**config.mk**
```make
export PLATFORM = sky130hd
export DESIGN_NAME = ils_cell
export DESIGN_NICKNAME = d
export VERILOG_FILES = /design/src/sv/ils_pkg.sv /design/src/sv/ils_cell.sv
export SDC_FILE = /design/constraint.sdc
export NUM_CORES = 1
export LEC_CHECK = 0
export ABC_AREA = 1
export BUFFER_PORTS_ARGS = -buffer_cell sky130_fd_sc_hd__buf_2
export CORE_ASPECT_RATIO = 0.7
export CORE_UTILIZATION = 45
export DETAILED_ROUTE_END_ITERATION = 7
export GPL_TIMING_DRIVEN = 0
export PLACE_DENSITY = 0.87
export RECOVER_POWER = 50
export SYNTH_ARGS = -nofsm -noshare
export SYNTH_HDL_FRONTEND = slang
export SYNTH_SLANG_ARGS = --single-unit
```
**constraint.sdc**
```tcl
create_clock -name clock -period 6.04 [get_ports clock]
set_input_delay 1.208 -clock clock [delete_from_list [all_inputs] [get_ports clock]]
set_output_delay 1.208 -clock clock [all_outputs]
set_load 0.01 [all_outputs]
```
**src/sv/ils_pkg.sv**
```systemverilog
`timescale 1ns / 1ps
`default_nettype none
package ils_pkg;

   localparam int DEPTH  = 64;
   localparam int CNT_W  = 7;
   localparam int DATA_W = 32;
   localparam int ACT_W  = 3;
   localparam int STAT_W = 2;

   localparam logic [ACT_W-1:0] ACT_APPEND  = 3'd0;
   localparam logic [ACT_W-1:0] ACT_INSERT  = 3'd1;
   localparam logic [ACT_W-1:0] ACT_REMOVE  = 3'd2;
   localparam logic [ACT_W-1:0] ACT_READ    = 3'd3;
   localparam logic [ACT_W-1:0] ACT_DEQUEUE = 3'd4;
   localparam logic [ACT_W-1:0] ACT_CLEAR   = 3'd5;

   localparam logic [STAT_W-1:0] ST_OK    = 2'd0;
   localparam logic [STAT_W-1:0] ST_RANGE = 2'd1;
   localparam logic [STAT_W-1:0] ST_FULL  = 2'd2;
   localparam logic [STAT_W-1:0] ST_EMPTY = 2'd3;

   localparam logic [CNT_W-1:0] FULL_COUNT = CNT_W'(DEPTH);

   typedef struct packed {
      logic [ACT_W-1:0]         action;
      logic [CNT_W-1:0]         index;
      logic signed [DATA_W-1:0] value;
   } req_type;

   typedef struct packed {
      logic signed [DATA_W-1:0] data;
      logic [STAT_W-1:0]        status;
      logic [CNT_W-1:0]         count;
   } rsp_type;

   // broadcast to every cell
   typedef struct packed {
      logic                     ins;
      logic                     rem;
      logic [CNT_W-1:0]         index;
      logic signed [DATA_W-1:0] value;
   } cell_ctrl_type;

endpackage
`default_nettype wire

```
**src/sv/ils_cell.sv**
```systemverilog
`timescale 1ns / 1ps
`default_nettype none
module ils_cell (
   input  wire logic                             clock,
   input  wire ils_pkg::cell_ctrl_type           ctrl,
   input  wire logic [ils_pkg::CNT_W-1:0]        cell_pos,
   input  wire logic signed [ils_pkg::DATA_W-1:0] left_in,
   input  wire logic signed [ils_pkg::DATA_W-1:0] right_in,
   output logic signed [ils_pkg::DATA_W-1:0]      entry_out,
   output logic signed [ils_pkg::DATA_W-1:0]      sel_out
);
   import ils_pkg::*;

   logic signed [DATA_W-1:0] entry_ff;
   logic signed [DATA_W-1:0] entry_in;

   always_comb begin
      entry_in = entry_ff;
      if (ctrl.ins) begin
         if (cell_pos > ctrl.index) begin
            entry_in = left_in;
         end else if (cell_pos == ctrl.index) begin
            entry_in = ctrl.value;
         end
      end else if (ctrl.rem) begin
         if (cell_pos >= ctrl.index) begin
            entry_in = right_in;
         end
      end
   end

   always_ff @(posedge clock) begin
      entry_ff <= entry_in;
   end

   assign entry_out = entry_ff;
   assign sel_out   = (cell_pos == ctrl.index) ? entry_ff : '0;

endmodule
`default_nettype wire

```
==> flow_summary_export.csv <==
group,metric,value,unit
worst_setup_path,crit_fanout,10,
floorplan,start_util,0.473,
worst_setup_path,crit_arrival,2620,ps
cells_and_area,utilization,0.657,
timing,timing.fmax,261,MHz
global_route,grt_max_degree,33,
drt,drt-pass1-iter-count,5,
logic_synthesis,syn_nets,497,
cells_and_area,antenna_cells,0,
worst_hold_path,min_to,"entry_out[28]",
timing,rsz0062_at_grt,"false",
outcome,status,"finished clean",
logic_synthesis,netlist_instances,377,
cells_and_area,final_nets,679,
timing,fin_tns_setup,0,ps
power_and_ir_drop,pwr_density_cell,192,mW/mm^2
clock_network,cts_hold_buffers,0,
clock_network,cts_buffer_depth,2,
floorplan,rows,22,
logic_synthesis,syn_area,0.00250,sq mm
global_route,met3_usage,0.0333,
global_route,met1_usage,0.279,
global_route,grt-ovfl-total,0,
place,port_buffers,175,
timing,tightest_slew,1220,ps
drt,vias_per_cell,4.53,
timing,min_period,3830,ps
global_route,grt_pass1_wl,10.9,mm
drt,drc,0,
clock_network,cts_htree_levels,2,
cells_and_area,largest_reg_flops,32,
logic_synthesis,ys_warn_count,0,
worst_setup_path,crit_type,"input port to primary output",
clock_network,cts_setup_buffers,0,
drt,vias,2856,
place,gp_congestion,0.800,
clock_network,clkTransAtPathRegs,60,ps
floorplan,die_w,91.1,microns
power_and_ir_drop,p_leak,2.21,nW
clock_network,ctsResizeCount,0,
cells_and_area,drive_gt1_frac,0.284,
logic_synthesis,synth_area_leader_cell,"edfxtp_1",
power_and_ir_drop,report.power.total,0.667,mW
worst_setup_path,end_kind,"primary output",
logic_synthesis,yosysSeqAreaShare,0.384,
logic_synthesis,synth-seq-cells,32,
global_route,antenna_found_initial,0,
worst_hold_path,hp-start,"right_in[28]",
clock_network,cts-root-buf,"clkbuf_8",
worst_setup_path,cp-start-kind,"input port",
worst_setup_path,required,4830,ps
timing,finalSetupViolCount,0,
cells_and_area,area_growth,38.8,%
cells_and_area,n_fill_cell,518,
logic_synthesis,yosys.area.top_type_share,0.384,
power_and_ir_drop,peakVddDrop,0.0706,mV
drt,wl,6.88,mm
floorplan,die_area,0.00586,sq mm
global_route,grt_util_all_layers,0.235,
clock_network,cts-buffers-inserted,5,
floorplan,ios,177,
timing,holdWs,1210,ps
worst_hold_path,min_path_type,"input port to flip-flop",
floorplan,die_height,64.4,microns
timing,finalCritPeriodShare,0.634,
drt,wire_per_inst,10.9,microns
global_route,top_usage_layer,"met2",
timing,hold_violations,0,
worst_hold_path,whs_path_depth,3,
clock_network,clock-sinks,32,
clock_network,tritoncts,"yes",
floorplan,coreArea,0.00529,sq mm
drt,detailedRoute.firstIterationViolations,133,
global_route,grt_use_met2,0.444,
logic_synthesis,yosys-top-cells-area,"edfxtp_1 38%, inv_1 16%, nand2_1 15%",
logic_synthesis,ys_types,16,
timing,slew_headroom,0.186,
place,place_hpwl,5.45,mm
run,drv_cap,0,
drt,ant_nets,0,
global_route,grt_pass1_vias,2513,
logic_synthesis,avgSynthCellArea,6.63,sq um
timing,slew_violations,0,
through the flow:
step | std cells | area (sq um) | worst slack [ps]
finish | 631 | 3470 | 2210
global route | 631 | 3470 | 2080
CTS | 631 | 3540 | 2170
detailed placement | 624 | 3470 | 2180
global placement | 624 | 3470 | 2210
floorplan | 377 | 2500 | 2480
cells by family (layout without fill, tap and decap cells):
logic type               Yosys count  after routing  share of synthesized area
buffers and inverters            129            311                      0.216
flip-flops                        32             32                      0.384
adder cells (fa/ha/maj)            7              7                     0.0350
AND/OR/NAND/NOR                  206            206                      0.357
AO/OA/AOI/OAI                      3              3                    0.00750
Yosys cell counts:
cell / count
nand2_4: 1
nand4_4: 1
ha_1: 7
inv_1: 109
nand3_1: 66
edfxtp_1: 32
nand2_2: 2
nor2_1: 32
buf_4: 3
clkbuf_1: 11
buf_6: 6
nor2_4: 1
o21ai_0: 1
a21oi_1: 1
nand2_1: 103
a21oi_2: 1
cells in the final DEF, fill, tap and decap left out, drive strengths merged:
| master | Yosys | layout |
|---|---|---|
| buf | 9 | 149 |
| nand4 | 1 | 1 |
| clkbuf | 11 | 52 |
| a21oi | 2 | 2 |
| ha | 7 | 7 |
| nand2 | 106 | 106 |
| edfxtp | 32 | 32 |
| o21ai | 1 | 1 |
| inv | 109 | 109 |
| clkinv | 0 | 1 |
| nor2 | 33 | 33 |
| nand3 | 66 | 66 |
worst max path at each step:
stage                   from           to  depth (start not counted)  slack, ps
floorplan           ctrl[38]  sel_out[10]                          8       2480
global placement    ctrl[36]  sel_out[16]                         10       2210
detailed placement  ctrl[37]  sel_out[11]                         10       2180
CTS                 ctrl[36]  sel_out[11]                         10       2170
global route        ctrl[36]  sel_out[21]                         10       2080
finish              ctrl[36]  sel_out[26]                         10       2210
worst max-delay path: stages:
cell and delay (ps):
buf_2 80, inv_1 40, ha_1 290, nand2_1 120, nor2_4 50, nand4_4 70, buf_6 160, clkbuf_1 380
nor2_1 80, buf_2 150
cell type report:
| class | instances | area [sq um] | share of cell area |
|---|---|---|---|
| plain buffers | 20 | 109 | 0.0314 |
| well taps | 72 | 90.1 | 0.0259 |
| clock buffers | 6 | 72.6 | 0.0209 |
| inverters | 109 | 409 | 0.118 |
| repair buffers | 175 | 836 | 0.241 |
| clock inverters | 1 | 5.00 | 0.00144 |
| flip-flops and latches | 32 | 961 | 0.277 |
| multi-input cells | 216 | 990 | 0.285 |
report_power, final:
part	internal [mW]	total (mW)	leakage, nW	switching, mW
combinational	0.0802	0.206	1.87	0.126
clock	0.0782	0.150	0.0410	0.0720
sequential	0.292	0.310	0.301	0.0184
total	0.450	0.667	2.21	0.216
metal layers:
layer  vias up  share of wire
met5         -              0
met4         0          0.016
met3        12          0.071
met1      1223           0.43
li1       1474              -
met2       147           0.48
Power figures use the tool's default switching activity.
